$ cat src/rtl/core/ata_pio_sector_sequencer_unit_defines.svh
// Assertion macros used by the ATA PIO sector sequencer top level.
`ifndef ATA_PIO_SECTOR_SEQUENCER_UNIT_DEFINES_SVH
`define ATA_PIO_SECTOR_SEQUENCER_UNIT_DEFINES_SVH

// Same-cycle implication, sampled on the rising clock, off during reset.
`define APS_ASSERT_IMP(name, ante, cons, msg) \
   name: assert property (@(posedge clock) disable iff (reset) (ante) |-> (cons)) else $error(msg);

// Next-cycle implication, sampled on the rising clock, off during reset.
`define APS_ASSERT_NEXT(name, ante, cons, msg) \
   name: assert property (@(posedge clock) disable iff (reset) (ante) |=> (cons)) else $error(msg);

`endif

$ cat src/rtl/core/aps_pkg.sv
// Types, codes and the task-file beat function of the ATA PIO sector sequencer.
`default_nettype none

package aps_pkg;

   // Default sector size in 16-bit words and reset value of the poll limit.
   localparam int          WORDS_PER_SECTOR_DEF = 256;
   localparam logic [23:0] POLL_LIMIT_RST       = 24'd1000000;

   // Input beat kinds.
   localparam logic [1:0] KIND_START  = 2'd0;
   localparam logic [1:0] KIND_STATUS = 2'd1;
   localparam logic [1:0] KIND_DATA   = 2'd2;

   // Result beat kinds.
   localparam logic [1:0] OK_REG_WRITE = 2'd0;
   localparam logic [1:0] OK_READ_WORD = 2'd1;
   localparam logic [1:0] OK_DONE      = 2'd2;

   // Completion status codes.
   localparam logic [1:0] ST_SUCCESS = 2'd0;
   localparam logic [1:0] ST_REFUSED = 2'd1;
   localparam logic [1:0] ST_FAILED  = 2'd2;

   // Task-file register offsets.
   localparam logic [2:0] TF_DATA    = 3'd0;
   localparam logic [2:0] TF_COUNT   = 3'd2;
   localparam logic [2:0] TF_LBA_LO  = 3'd3;
   localparam logic [2:0] TF_LBA_MID = 3'd4;
   localparam logic [2:0] TF_LBA_HI  = 3'd5;
   localparam logic [2:0] TF_DEVICE  = 3'd6;
   localparam logic [2:0] TF_COMMAND = 3'd7;

   // Command and device register codes.
   localparam logic [7:0] CMD_READ      = 8'h20;
   localparam logic [7:0] CMD_WRITE     = 8'h30;
   localparam logic [7:0] CMD_READ_EXT  = 8'h24;
   localparam logic [7:0] CMD_WRITE_EXT = 8'h34;
   localparam logic [7:0] CMD_FLUSH     = 8'hE7;
   localparam logic [7:0] DEV_LBA28     = 8'hE0;
   localparam logic [7:0] DEV_LBA48     = 8'h40;
   localparam logic [7:0] DEV_SLAVE     = 8'h10;

   // Status register bits.
   localparam int SR_BSY_BIT = 7;
   localparam int SR_DRQ_BIT = 3;
   localparam int SR_ERR_BIT = 0;

   // Configuration register indexes.
   localparam logic [1:0] CSR_DRIVE_PRESENT = 2'd0;
   localparam logic [1:0] CSR_DRIVE_SLAVE   = 2'd1;
   localparam logic [1:0] CSR_LBA48         = 2'd2;
   localparam logic [1:0] CSR_POLL_LIMIT    = 2'd3;

   // Task-file sequence lengths in beats.
   localparam logic [3:0] TF_BEATS_LBA28 = 4'd6;
   localparam logic [3:0] TF_BEATS_LBA48 = 4'd10;

   // Transfer phase, one-hot.
   typedef enum logic [4:0] {
      PH_IDLE  = 5'b00001,
      PH_BSY   = 5'b00010,
      PH_DRQ   = 5'b00100,
      PH_DATA  = 5'b01000,
      PH_FLUSH = 5'b10000
   } phase_type;

   // One result beat.
   typedef struct packed {
      logic [1:0]  kind;
      logic [2:0]  reg_addr;
      logic [15:0] value;
      logic [1:0]  status;
   } result_type;

   // Results caused by one input beat: up to two plain beats or a task-file run.
   typedef struct packed {
      logic        task_file;
      logic [3:0]  count;
      result_type  first;
      result_type  second;
      logic [47:0] lba;
      logic        slave;
      logic        ext;
      logic        write;
   } burst_type;

   function automatic result_type make_result(logic [1:0] kind, logic [2:0] addr,
                                              logic [15:0] value, logic [1:0] status);
      result_type r;
      r.kind     = kind;
      r.reg_addr = addr;
      r.value    = value;
      r.status   = status;
      return r;
   endfunction

   // Register write number beat of the task-file run described by b.
   function automatic result_type tf_beat(burst_type b, logic [3:0] beat);
      logic [3:0]  j;
      logic [7:0]  sel;
      logic [7:0]  cmd;
      logic [7:0]  v;
      logic [2:0]  a;
      sel = b.slave ? DEV_SLAVE : 8'h00;
      if (b.ext) begin
         cmd = b.write ? CMD_WRITE_EXT : CMD_READ_EXT;
         j   = beat - 4'd5;
      end else begin
         cmd = b.write ? CMD_WRITE : CMD_READ;
         j   = beat - 4'd1;
      end
      v = 8'h00;
      a = TF_COMMAND;
      if (b.ext && beat < 4'd5) begin
         // High-order half of the 48-bit task file.
         case (beat)
            4'd0: begin a = TF_DEVICE;  v = DEV_LBA48 | sel; end
            4'd1: begin a = TF_COUNT;   v = 8'h00; end
            4'd2: begin a = TF_LBA_LO;  v = b.lba[31:24]; end
            4'd3: begin a = TF_LBA_MID; v = b.lba[39:32]; end
            default: begin a = TF_LBA_HI; v = b.lba[47:40]; end
         endcase
      end else if (!b.ext && beat == 4'd0) begin
         a = TF_DEVICE;
         v = DEV_LBA28 | sel | {4'h0, b.lba[27:24]};
      end else begin
         // Low-order registers and the command, common to both modes.
         case (j)
            4'd0: begin a = TF_COUNT;   v = 8'h01; end
            4'd1: begin a = TF_LBA_LO;  v = b.lba[7:0]; end
            4'd2: begin a = TF_LBA_MID; v = b.lba[15:8]; end
            4'd3: begin a = TF_LBA_HI;  v = b.lba[23:16]; end
            default: begin a = TF_COMMAND; v = cmd; end
         endcase
      end
      return make_result(OK_REG_WRITE, a, {8'h00, v}, ST_SUCCESS);
   endfunction

endpackage

`default_nettype wire

$ cat src/rtl/core/ata_pio_sector_sequencer_unit.sv
// Top level of the host-side ATA PIO sector sequencer (LBA28 and LBA48).
//
//   channel  direction  beat contents
//   req_*    in         tuser kind; tdata op_write, lba, sector_count, status_byte, data_word
//   rsp_*    out        tuser out_kind; tdata reg_addr, value, status; tlast last
//   csr_*    in         index and data of one configuration register write
//
// Every input beat is handled in the cycle it is accepted; its results sit in
// the result register and leave one per cycle while rsp_tready is high; a beat
// causes 0, 1, 2, 6 or 10 results. The next input beat can be
// taken in the cycle the final result of the previous one is taken.
// Reset is synchronous and clears the phase, counters and configuration.
// A stalled rsp side holds its beat, and req stays stalled until the final beat is taken.

`default_nettype none
`include "ata_pio_sector_sequencer_unit_defines.svh"

module ata_pio_sector_sequencer_unit #(
   parameter int WORDS_PER_SECTOR = aps_pkg::WORDS_PER_SECTOR_DEF
) (
   input  wire logic         clock,
   input  wire logic         reset,
   input  wire logic         req_tvalid,
   output logic              req_tready,
   input  wire logic [111:0] req_tdata,   // op_write[0], lba[48:1], sector_count[80:49],
                                          // status_byte[88:81], data_word[104:89]
   input  wire logic [1:0]   req_tuser,   // kind[1:0]
   output logic              rsp_tvalid,
   input  wire logic         rsp_tready,
   output logic [23:0]       rsp_tdata,   // reg_addr[2:0], value[18:3], status[20:19]
   output logic [1:0]        rsp_tuser,   // out_kind[1:0]
   output logic              rsp_tlast,
   input  wire logic         csr_we,
   input  wire logic [1:0]   csr_index,
   input  wire logic [23:0]  csr_wdata
);

   localparam int WI_W = $clog2(WORDS_PER_SECTOR);

   // Configuration registers.
   logic        drive_present_ff;
   logic        drive_slave_ff;
   logic        lba48_ff;
   logic [23:0] poll_limit_ff;

   // Transfer state.
   aps_pkg::phase_type phase_ff, phase_in;
   logic               is_write_ff, is_write_in;
   logic [47:0]        current_lba_ff, current_lba_in;
   logic [31:0]        sectors_left_ff, sectors_left_in;
   logic [WI_W-1:0]    word_index_ff, word_index_in;
   logic [23:0]        poll_count_ff, poll_count_in;

   // Input fields.
   logic [1:0]  in_kind;
   logic        in_op_write;
   logic [47:0] in_lba;
   logic [31:0] in_count;
   logic [7:0]  in_status;
   logic [15:0] in_word;

   logic               req_accept;
   logic               burst_load;
   aps_pkg::burst_type burst;
   logic [24:0]        poll_next;
   logic               poll_expired;
   logic [31:0]        sectors_dec;
   logic               last_word;
   logic               st_bsy, st_drq, st_err;
   aps_pkg::result_type done_ok;

   assign in_kind     = req_tuser;
   assign in_op_write = req_tdata[0];
   assign in_lba      = req_tdata[48:1];
   assign in_count    = req_tdata[80:49];
   assign in_status   = req_tdata[88:81];
   assign in_word     = req_tdata[104:89];

   assign req_accept = req_tvalid && req_tready;
   assign burst_load = req_accept && (burst.count != 4'd0);

   assign poll_next    = {1'b0, poll_count_ff} + 25'd1;
   assign poll_expired = (poll_next >= {1'b0, poll_limit_ff});
   assign sectors_dec  = sectors_left_ff - 32'd1;
   assign last_word    = (word_index_ff == WI_W'(WORDS_PER_SECTOR - 1));
   assign st_bsy       = in_status[aps_pkg::SR_BSY_BIT];
   assign st_drq       = in_status[aps_pkg::SR_DRQ_BIT];
   assign st_err       = in_status[aps_pkg::SR_ERR_BIT];
   assign done_ok      = aps_pkg::make_result(aps_pkg::OK_DONE, aps_pkg::TF_DATA, 16'h0000,
                                              aps_pkg::ST_SUCCESS);

   // Next state and the results of the beat on the input.
   always_comb begin
      phase_in        = phase_ff;
      is_write_in     = is_write_ff;
      current_lba_in  = current_lba_ff;
      sectors_left_in = sectors_left_ff;
      word_index_in   = word_index_ff;
      poll_count_in   = poll_count_ff;

      burst           = '0;
      burst.lba       = current_lba_ff;
      burst.slave     = drive_slave_ff;
      burst.ext       = lba48_ff;
      burst.write     = is_write_ff;

      case (in_kind)
         aps_pkg::KIND_START: begin
            if (phase_ff != aps_pkg::PH_IDLE || !drive_present_ff) begin
               burst.count = 4'd1;
               burst.first = aps_pkg::make_result(aps_pkg::OK_DONE, aps_pkg::TF_DATA,
                                                  16'h0000, aps_pkg::ST_REFUSED);
            end else if (in_count == 32'd0) begin
               burst.count   = 4'd1;
               burst.first   = done_ok;
               word_index_in = '0;
               poll_count_in = '0;
            end else begin
               is_write_in     = in_op_write;
               current_lba_in  = in_lba;
               sectors_left_in = in_count;
               word_index_in   = '0;
               poll_count_in   = '0;
               phase_in        = aps_pkg::PH_BSY;
            end
         end
         aps_pkg::KIND_STATUS: begin
            case (phase_ff)
               aps_pkg::PH_BSY: begin
                  if (!st_bsy) begin
                     burst.task_file = 1'b1;
                     burst.count     = lba48_ff ? aps_pkg::TF_BEATS_LBA48
                                                : aps_pkg::TF_BEATS_LBA28;
                     poll_count_in   = '0;
                     phase_in        = aps_pkg::PH_DRQ;
                  end else if (poll_expired) begin
                     burst.count   = 4'd1;
                     burst.first   = aps_pkg::make_result(aps_pkg::OK_DONE, aps_pkg::TF_DATA,
                                                          16'h0000, aps_pkg::ST_FAILED);
                     phase_in      = aps_pkg::PH_IDLE;
                     poll_count_in = '0;
                     word_index_in = '0;
                  end else begin
                     poll_count_in = poll_next[23:0];
                  end
               end
               aps_pkg::PH_DRQ: begin
                  if (st_err || (!st_drq && poll_expired)) begin
                     burst.count   = 4'd1;
                     burst.first   = aps_pkg::make_result(aps_pkg::OK_DONE, aps_pkg::TF_DATA,
                                                          16'h0000, aps_pkg::ST_FAILED);
                     phase_in      = aps_pkg::PH_IDLE;
                     poll_count_in = '0;
                     word_index_in = '0;
                  end else if (st_drq) begin
                     word_index_in = '0;
                     poll_count_in = '0;
                     phase_in      = aps_pkg::PH_DATA;
                  end else begin
                     poll_count_in = poll_next[23:0];
                  end
               end
               aps_pkg::PH_FLUSH: begin
                  // A flush timeout still completes the sector.
                  if (!st_bsy || poll_expired) begin
                     sectors_left_in = sectors_dec;
                     current_lba_in  = current_lba_ff + 48'd1;
                     word_index_in   = '0;
                     poll_count_in   = '0;
                     if (sectors_dec == 32'd0) begin
                        burst.count = 4'd1;
                        burst.first = done_ok;
                        phase_in    = aps_pkg::PH_IDLE;
                     end else begin
                        phase_in = aps_pkg::PH_BSY;
                     end
                  end else begin
                     poll_count_in = poll_next[23:0];
                  end
               end
               default: ;
            endcase
         end
         aps_pkg::KIND_DATA: begin
            if (phase_ff == aps_pkg::PH_DATA) begin
               burst.count   = 4'd1;
               burst.first   = aps_pkg::make_result(
                                  is_write_ff ? aps_pkg::OK_REG_WRITE : aps_pkg::OK_READ_WORD,
                                  aps_pkg::TF_DATA, in_word, aps_pkg::ST_SUCCESS);
               word_index_in = word_index_ff + WI_W'(1);
               if (last_word) begin
                  word_index_in = '0;
                  poll_count_in = '0;
                  if (is_write_ff) begin
                     // Last word of a write: follow with a cache flush.
                     burst.count  = 4'd2;
                     burst.second = aps_pkg::make_result(aps_pkg::OK_REG_WRITE,
                                                         aps_pkg::TF_COMMAND,
                                                         {8'h00, aps_pkg::CMD_FLUSH},
                                                         aps_pkg::ST_SUCCESS);
                     phase_in     = aps_pkg::PH_FLUSH;
                  end else begin
                     sectors_left_in = sectors_dec;
                     current_lba_in  = current_lba_ff + 48'd1;
                     if (sectors_dec == 32'd0) begin
                        burst.count  = 4'd2;
                        burst.second = done_ok;
                        phase_in     = aps_pkg::PH_IDLE;
                     end else begin
                        phase_in = aps_pkg::PH_BSY;
                     end
                  end
               end
            end
         end
         default: ;
      endcase
   end

   // State registers, updated on each accepted input beat.
   always_ff @(posedge clock) begin
      if (reset) begin
         phase_ff        <= aps_pkg::PH_IDLE;
         is_write_ff     <= 1'b0;
         current_lba_ff  <= '0;
         sectors_left_ff <= '0;
         word_index_ff   <= '0;
         poll_count_ff   <= '0;
      end else if (req_accept) begin
         phase_ff        <= phase_in;
         is_write_ff     <= is_write_in;
         current_lba_ff  <= current_lba_in;
         sectors_left_ff <= sectors_left_in;
         word_index_ff   <= word_index_in;
         poll_count_ff   <= poll_count_in;
      end
   end

   // Configuration registers.
   always_ff @(posedge clock) begin
      if (reset) begin
         drive_present_ff <= 1'b0;
         drive_slave_ff   <= 1'b0;
         lba48_ff         <= 1'b0;
         poll_limit_ff    <= aps_pkg::POLL_LIMIT_RST;
      end else if (csr_we) begin
         case (csr_index)
            aps_pkg::CSR_DRIVE_PRESENT: drive_present_ff <= csr_wdata[0];
            aps_pkg::CSR_DRIVE_SLAVE:   drive_slave_ff   <= csr_wdata[0];
            aps_pkg::CSR_LBA48:         lba48_ff         <= csr_wdata[0];
            aps_pkg::CSR_POLL_LIMIT:    poll_limit_ff    <= csr_wdata;
            default: ;
         endcase
      end
   end

   // Result register and beat sequencing.
   aps_burst u_burst (
      .clock      (clock),
      .reset      (reset),
      .load       (burst_load),
      .burst      (burst),
      .ready      (req_tready),
      .rsp_tvalid (rsp_tvalid),
      .rsp_tready (rsp_tready),
      .rsp_tdata  (rsp_tdata),
      .rsp_tuser  (rsp_tuser),
      .rsp_tlast  (rsp_tlast)
   );

   // A transfer in progress always has sectors left.
   `APS_ASSERT_IMP(a_active_has_sectors, phase_ff != aps_pkg::PH_IDLE, sectors_left_ff != 32'd0, "active transfer with no sectors left")

   // Input is taken only when the result register is empty or drains its final beat.
   `APS_ASSERT_IMP(a_ready_after_final, req_tready, !rsp_tvalid || (rsp_tready && rsp_tlast), "input taken while results still pending")

   // A start while busy leaves the running transfer alone.
   `APS_ASSERT_NEXT(a_busy_start_kept, req_accept && in_kind == aps_pkg::KIND_START && phase_ff != aps_pkg::PH_IDLE, $stable(sectors_left_ff) && $stable(current_lba_ff), "start while busy changed the transfer")

endmodule

`default_nettype wire

$ cat src/rtl/core/aps_burst.sv
// Result register that plays out the beats caused by one accepted input beat.
`default_nettype none

module aps_burst (
   input  wire logic              clock,
   input  wire logic              reset,
   input  wire logic              load,
   input  wire aps_pkg::burst_type burst,
   output logic                   ready,
   output logic                   rsp_tvalid,
   input  wire logic              rsp_tready,
   output logic [23:0]            rsp_tdata,   // reg_addr[2:0], value[18:3], status[20:19]
   output logic [1:0]             rsp_tuser,   // out_kind[1:0]
   output logic                   rsp_tlast
);

   aps_pkg::burst_type  burst_ff;
   logic                valid_ff;
   logic [3:0]          beat_ff;
   logic                last_beat;
   aps_pkg::result_type cur;

   assign last_beat = (beat_ff == (burst_ff.count - 4'd1));
   assign ready     = !valid_ff || (rsp_tready && last_beat);

   // Beat counter and valid flag.
   always_ff @(posedge clock) begin
      if (reset) begin
         valid_ff <= 1'b0;
         beat_ff  <= 4'd0;
      end else if (load) begin
         valid_ff <= 1'b1;
         beat_ff  <= 4'd0;
      end else if (valid_ff && rsp_tready) begin
         if (last_beat) begin
            valid_ff <= 1'b0;
         end else begin
            beat_ff <= beat_ff + 4'd1;
         end
      end
   end

   // Descriptor of the run being played out.
   always_ff @(posedge clock) begin
      if (load) begin
         burst_ff <= burst;
      end
   end

   // Select the current beat.
   always_comb begin
      if (burst_ff.task_file) begin
         cur = aps_pkg::tf_beat(burst_ff, beat_ff);
      end else if (beat_ff == 4'd0) begin
         cur = burst_ff.first;
      end else begin
         cur = burst_ff.second;
      end
   end

   assign rsp_tvalid = valid_ff;
   assign rsp_tdata  = {3'b000, cur.status, cur.value, cur.reg_addr};
   assign rsp_tuser  = cur.kind;
   assign rsp_tlast  = last_beat;

endmodule

`default_nettype wire

$ cat config.mk
export PLATFORM = sky130hd
export DESIGN_NAME = ata_pio_sector_sequencer_unit
export DESIGN_NICKNAME = d
export VERILOG_FILES = /design/src/rtl/core/aps_pkg.sv /design/src/rtl/core/ata_pio_sector_sequencer_unit.sv /design/src/rtl/core/aps_burst.sv
export VERILOG_INCLUDE_DIRS = /design/src /design/src/rtl/core
export SDC_FILE = /design/constraint.sdc
export NUM_CORES = 1
export LEC_CHECK = 0
export BUFFER_PORTS_ARGS = -buffer_cell sky130_fd_sc_hd__buf_4
export CAP_MARGIN = 10
export CORE_MARGIN = 2
export CORE_UTILIZATION = 35
export CTS_CLUSTER_DIAMETER = 150
export CTS_CLUSTER_SIZE = 20
export DETAILED_ROUTE_END_ITERATION = 10
export PLACE_DENSITY_LB_ADDON = 0.3
export SLEW_MARGIN = 20
export SYNTH_ARGS = -nofsm -noshare
export SYNTH_HDL_FRONTEND = slang
export SYNTH_SLANG_ARGS = --single-unit
$ cat constraint.sdc
create_clock -name clock -period 15.9 [get_ports clock]
set_clock_uncertainty 0.1 [all_clocks]
set_input_delay 3.18 -clock clock [delete_from_list [all_inputs] [get_ports clock]]
set_output_delay 3.18 -clock clock [all_outputs]
set_load 0.005 [all_outputs]
# ---- Word level (Yosys, flattened, before mapping)
# Index checks and enable logic that the tools add are counted.
dict set report classes {
  reduce_logical 41
  add_sub_neg 8
  eq_ne 31
  n_bitwise 7
  n_lt_le_gt_ge 2
  mux 88
}
# operator n
set ops {}
lappend ops {{$mux W48} 8}
lappend ops {{$mux W24} 14}
lappend ops {{$mux W32} 7}
lappend ops {{$pmux W27 S3} 2}
lappend ops {{$pmux W24 S3} 2}
lappend ops {{$pmux W48 S3} 1}
lappend ops {{$mux W23} 6}
lappend ops {{$pmux W32 S3} 1}
lappend ops {{$mux W8} 11}
lappend ops {{$mux W5} 13}
lappend ops {{$logic_not A32 Y1} 2}
lappend ops {{$pmux W8 S4} 2}
lappend ops {{$add A48 B1 Y48 const B} 1}
lappend ops {{$pmux W8 S3} 2}
lappend ops {{$sub A32 B1 Y32 const B} 1}
lappend ops {{$pmux W5 S3} 2}
lappend ops {{$add A24 B1 Y25 const B} 1}
lappend ops {{$ge A25 B24 Y1} 1}
lappend ops {{$pmux W3 S4} 2}
lappend ops {{$reduce_and A9 Y1} 2}
lappend ops {{$eq A4 B2 Y1 const B} 4}
lappend ops {{$mux W4} 4}
lappend ops {{$reduce_and A2 Y1} 7}
lappend ops {{$ne A2 B2 Y1 const B} 6}
lappend ops {{other kinds (38)} 75}
dict set report totals {
  elab_cells 204
  output_inout_bits 29
  inputBits 145
  register_bits 252
}

# ---- Logic depth before layout (Yosys ltp)
dict set report logic_depth {
  ltp_word 11
  mapped_depth 20
  depth_no_buf 17
}

# ---- Cells and area by module
# Synthesis repeated with hierarchy kept, for this count alone.
dict set report hier_totals {
  hier_cells 1630
  hier_area_um2 14178.6
}
# mod area_each_um2 seq_area_each_um2 instances cells_per_inst
set by_module_without_submodules {}
lappend by_module_without_submodules {ata_pio_sector_sequencer_unit 9537.9 2902.8 1 1287}
lappend by_module_without_submodules {aps_burst 4640.7 3163.0 1 343}

# ---- Worst setup path after synthesis
# OpenSTA, ideal clock, no wires.
dict set report synth_timing {
  path_type {register to register}
  startpoint {reg poll_count_ff[2]}
  endpoint {reg u_burst.burst_ff[0] (netlist name), enable pin}
  n_path_buf 1
  setup_time_ns 0.475
  setup_slack_ns 8.521
  t_required_ns 15.325
  t_arrival_ns 6.803
  synth_period_minus_slack_ns 7.379
  path_stages_with_launch 18
  path_cell_list {dfxtp_1 > nand3_1 > nor3_1 > nand3_1 > nor2_1 > and2_1 > nor2b_1 > xnor2_1 > ha_1 > nand3_1 > or3_1 > or4_1 > a31oi_1 > or3_1 > clkbuf_1 > o21ai_0 > o41a_1 > a31oi_2}
}
dict set report synth_between {
  elab_chain_len 9
  elab_cells_between_ends 13
  cone_classes {1 x add/sub; 1 x order compare; 6 x mux; 5 x reduce/logical}
}
# element line
set synth_rtl {}
lappend synth_rtl {{start, declared} ata_pio_sector_sequencer_unit.sv:52} ;# logic [23:0] poll_count_ff, poll_count_in;
lappend synth_rtl {{start signal, assigned} ata_pio_sector_sequencer_unit.sv:235} ;# poll_count_ff <= poll_count_in;
lappend synth_rtl {{$add A24 B1 Y25 *} ata_pio_sector_sequencer_unit.sv:82} ;# assign poll_next = {1'b0, poll_count_ff} + 25'd1;
lappend synth_rtl {{$ge A25 B24 Y1 *} ata_pio_sector_sequencer_unit.sv:83} ;# assign poll_expired = (poll_next >= {1'b0, poll_limit_ff});
lappend synth_rtl {{$logic_and A1 B1 Y1} ata_pio_sector_sequencer_unit.sv:148} ;# if (st_err || (!st_drq && poll_expired)) begin
lappend synth_rtl {{$logic_or A1 B1 Y1} ata_pio_sector_sequencer_unit.sv:148}
lappend synth_rtl {{$mux W24} ata_pio_sector_sequencer_unit.sv:148}
lappend synth_rtl {{$pmux W27 S3 *} ata_pio_sector_sequencer_unit.sv:128} ;# case (phase_ff)
lappend synth_rtl {{$pmux W27 S3 *} ata_pio_sector_sequencer_unit.sv:107} ;# case (in_kind)
lappend synth_rtl {{$reduce_bool A4 Y1 *} ata_pio_sector_sequencer_unit.sv:80} ;# assign burst_load = req_accept && (burst.count != 4'd0);
lappend synth_rtl {{$logic_and A1 B1 Y1 *} ata_pio_sector_sequencer_unit.sv:80}
lappend synth_rtl {{net burst_load} ata_pio_sector_sequencer_unit.sv:63} ;# logic burst_load;
lappend synth_rtl {{end signal, assigned} aps_burst.sv:46} ;# burst_ff <= burst;
lappend synth_rtl {{end, declared} aps_burst.sv:17} ;# aps_pkg::burst_type burst_ff;
# Mark *: on every way through the listed nets, which the timed path passes. The rest lies on a longest branch.
# A chain may end at the register's enable or synchronous reset.

# ---- Final worst setup path
dict set report layout_timing {
  startpoint {in rsp_tready}
  endpoint {out req_tready}
}
dict set report layout_between {
  elab_chain_len 2
}
# element line
set layout_rtl {}
lappend layout_rtl {{start, declared} ata_pio_sector_sequencer_unit.sv:29} ;# input wire logic rsp_tready,
lappend layout_rtl {{$logic_and A1 B1 Y1} aps_burst.sv:24} ;# assign ready = !valid_ff || (rsp_tready && last_beat);
lappend layout_rtl {{$logic_or A1 B1 Y1} aps_burst.sv:24}
lappend layout_rtl {{end, declared} ata_pio_sector_sequencer_unit.sv:24} ;# output logic req_tready,
# Every way passes these cells.

==> metrics.cfg <==
[status]
outcome=finished, final reports clean

[routing]
drc=0
num_vias=12500
vias_per_cell=5.53
wl_per_cell_um=17.3
dr.first_iter.drc_count=1042
drt_pass1_iterations=6
wirelength_um=39000
antenna_left=0

[cells_and_area]
diodes=0
drive_gt1_share_pct=12.7
fin_util_pct=40.6
area_delta_synth_final_pct=14.5
fillers=3852
finalNetCount=1920

[grt]
grt_usage_pct=19.1
grt_overflow_total=0
grt_pass1_vias=11400
grt_start_max_net_pins=99
grt_pass1_wl_um=61400
antenna_found_initial=0

[worst_hold_path]
hp-class=flop to flop
min_from=current_lba_ff[31]$_SDFFE_PP0P_
holdPathStages=0

[timing]
min_period_over_period_pct=43.7
max_freq_mhz=144
period_minus_slack_ps=6940
tightest_slew_ps=1050
report.final.slew_viol_count=0
grt_setup_unrepaired=no
final-hold-violation-count=0
timing.final.ws_setup_ps=8960
tns_ps=0
setup_violations=0
maxSlewHeadroom_pct=30.3

[yosys]
syn_inst=1657
syn_area_per_cell_um2=8.04
synth_warnings=0
dominantRegCellSynth=dfxtp_1
async_reset_ff_share_pct=0
synth_seq_cells=228
synth_cell_type_count=81
synth_edf_count=78
syn_area_mm2=0.0133
yosysSeqAreaShare_pct=40.1

[die]
start_util_pct=35.5
die-height_um=199
die_w_um=199
rows=71
core_mm2=0.0376
fp.dieArea_mm2=0.0397
num_io_pins=174

[setup_path]
start_kind=primary input
critPathLaunch=rsp_tready
reg2regPathDepth=17
crit_type=primary input to primary output
reg2reg_from=poll_count_ff[2]$_SDFFE_PP0P_
cp_data_required_time_ps=12620
cp_max_fo=4
cp-end-kind=primary output
arrival_ps=3660

[placed_design]
pre_cts_slack_ps=8950
gp_congestion=0.867
post-dp-hpwl_um=27600
portBuffers=158

[clocking]
root_buffer=clkbuf_16
post_cts_buffers=0
clk_path_buf_depth=3
cts_buffers=15
cts_tree=yes
clk_pin_slew_worst_paths_ps=90
htree_num_levels=1
cts_sinks=228
clk_latency_ps=490
cts.repair.resized=0
hold_buffers=0

[power_and_ir_drop]
p_leak_uw=0.00551
peakVddDrop_uv=63.9
power.density_mw_per_mm2=83.2

[flow_run]
cap_viol_max_count=0

## cells in the mapped netlist (5+ instances only)
cell,count,share of area (%)
a31oi_1,13,0.61
o41ai_1,6,0.39
nor2b_1,29,1.4
nand3_1,58,2.2
mux2i_1,11,0.83
nand2_1,204,5.7
o211ai_1,16,0.90
and2_1,39,1.8
nand4_1,37,1.7
or4_1,5,0.28
buf_4,5,0.28
xor2_1,19,1.2
a211oi_1,15,0.84
clkbuf_1,83,2.3
nor4b_1,6,0.39
or2_2,8,0.38
edfxtp_1,78,18
a22oi_1,15,0.84
nor4_1,27,1.3
a221oi_1,6,0.39
nand3b_1,15,0.84
o2bb2ai_1,15,0.99
dfxtp_1,150,23
ha_1,38,3.6
a22o_1,10,0.66
or3_1,11,0.52
nor3b_1,13,0.73
o31ai_1,5,0.28
o22ai_1,14,0.66
a21oi_1,179,6.7
xnor2_1,20,1.3
and3_1,27,1.3
nor2_1,142,4.0
nor3_1,55,2.1
inv_1,61,1.7
o21ai_0,116,4.4
buf_2,11,0.41
buf_1,7,0.20
nand2b_1,12,0.56
## metal layers
metal | wire length [um] | global-route usage, %
met1 | 18400 | 27.6
met2 | 17500 | 30.3
met4 | 877 | 4.59
met3 | 2250 | 2.06
met5 | 0 | 0
## path summary, 6_finish.rpt
path	end	slack (ps)
worst min register to register	u_burst.burst_ff[34]$_DFFE_PP_	360
worst max-delay path	req_tready	8960
worst max register to register	u_burst.burst_ff[30]$_DFFE_PP_	9200
worst min-delay path	u_burst.burst_ff[34]$_DFFE_PP_	360
## worst max-delay path: stages
cell	delay [ps]
buf_4	110
a21bo_2	220
buf_4	150
## placed cells by master, fill, tap and decap left out, types with 16 or more instances in the layout
cell        n
nor2b_1    29
nor3_1     55
nand3_1    57
dfxtp_1   150
ha_1       37
nor4_1     27
buf_4     170
xor2_1     19
edfxtp_1   78
xnor2_1    20
inv_1      61
o21ai_0   116
nand4_1    37
a21oi_1   178
and2_1     38
nand2_1   204
o211ai_1   16
and3_1     26
nor2_1    142
## report_power, final
part	total (uW)	leakage [uW]	switching [uW]	internal [uW]
Clock	387	0.000201	208	179
Combinational	243	0.00341	145	97.5
Sequential	639	0.00190	19.9	619
## area by class of cell
cell class | count | area (um2) | share of cell area, %
Multi-Input combinational cell | 1260 | 7340 | 48.1
Sequential cell | 228 | 5350 | 35.0
Timing Repair Buffer | 170 | 1280 | 8.37
Tap cell | 511 | 639 | 4.19
Clock buffer | 23 | 405 | 2.66
Inverter | 62 | 234 | 1.53
Clock inverter | 1 | 16.3 | 0.107
## cells by family after synthesis
logic type,share of synthesized area (%)
compound gates,20.9
xor+xnor,2.56
fa+ha+maj,3.57
buf+inv,5.18
flops,40.1
mux,1.08
other cells,0.0281
simple gates,26.5
## registers in the layout, summed over array words and instances, names as in the netlist, 4 cells and up
register,count
phase_ff,5
sectors_left_ff,32
word_index_ff,8
current_lba_ff,48
poll_count_ff,24
poll_limit_ff,24
u_burst.beat_ff,4
u_burst.burst_ff,78
## per-stage QoR
stage          power [uW]  cell area [um2]  cells  hold slack (ps)
2_1_floorplan         810            13300   1659              308
4_1_cts              1280            15200   2255              358
6_report             1270            15300   2255              358
5_1_grt              1330            15300   2255              370
3_5_place_dp          892            14800   2231              346
3_3_place_gp          889            14800   2231              334
Note: power is estimated with default switching activity, not from simulation.
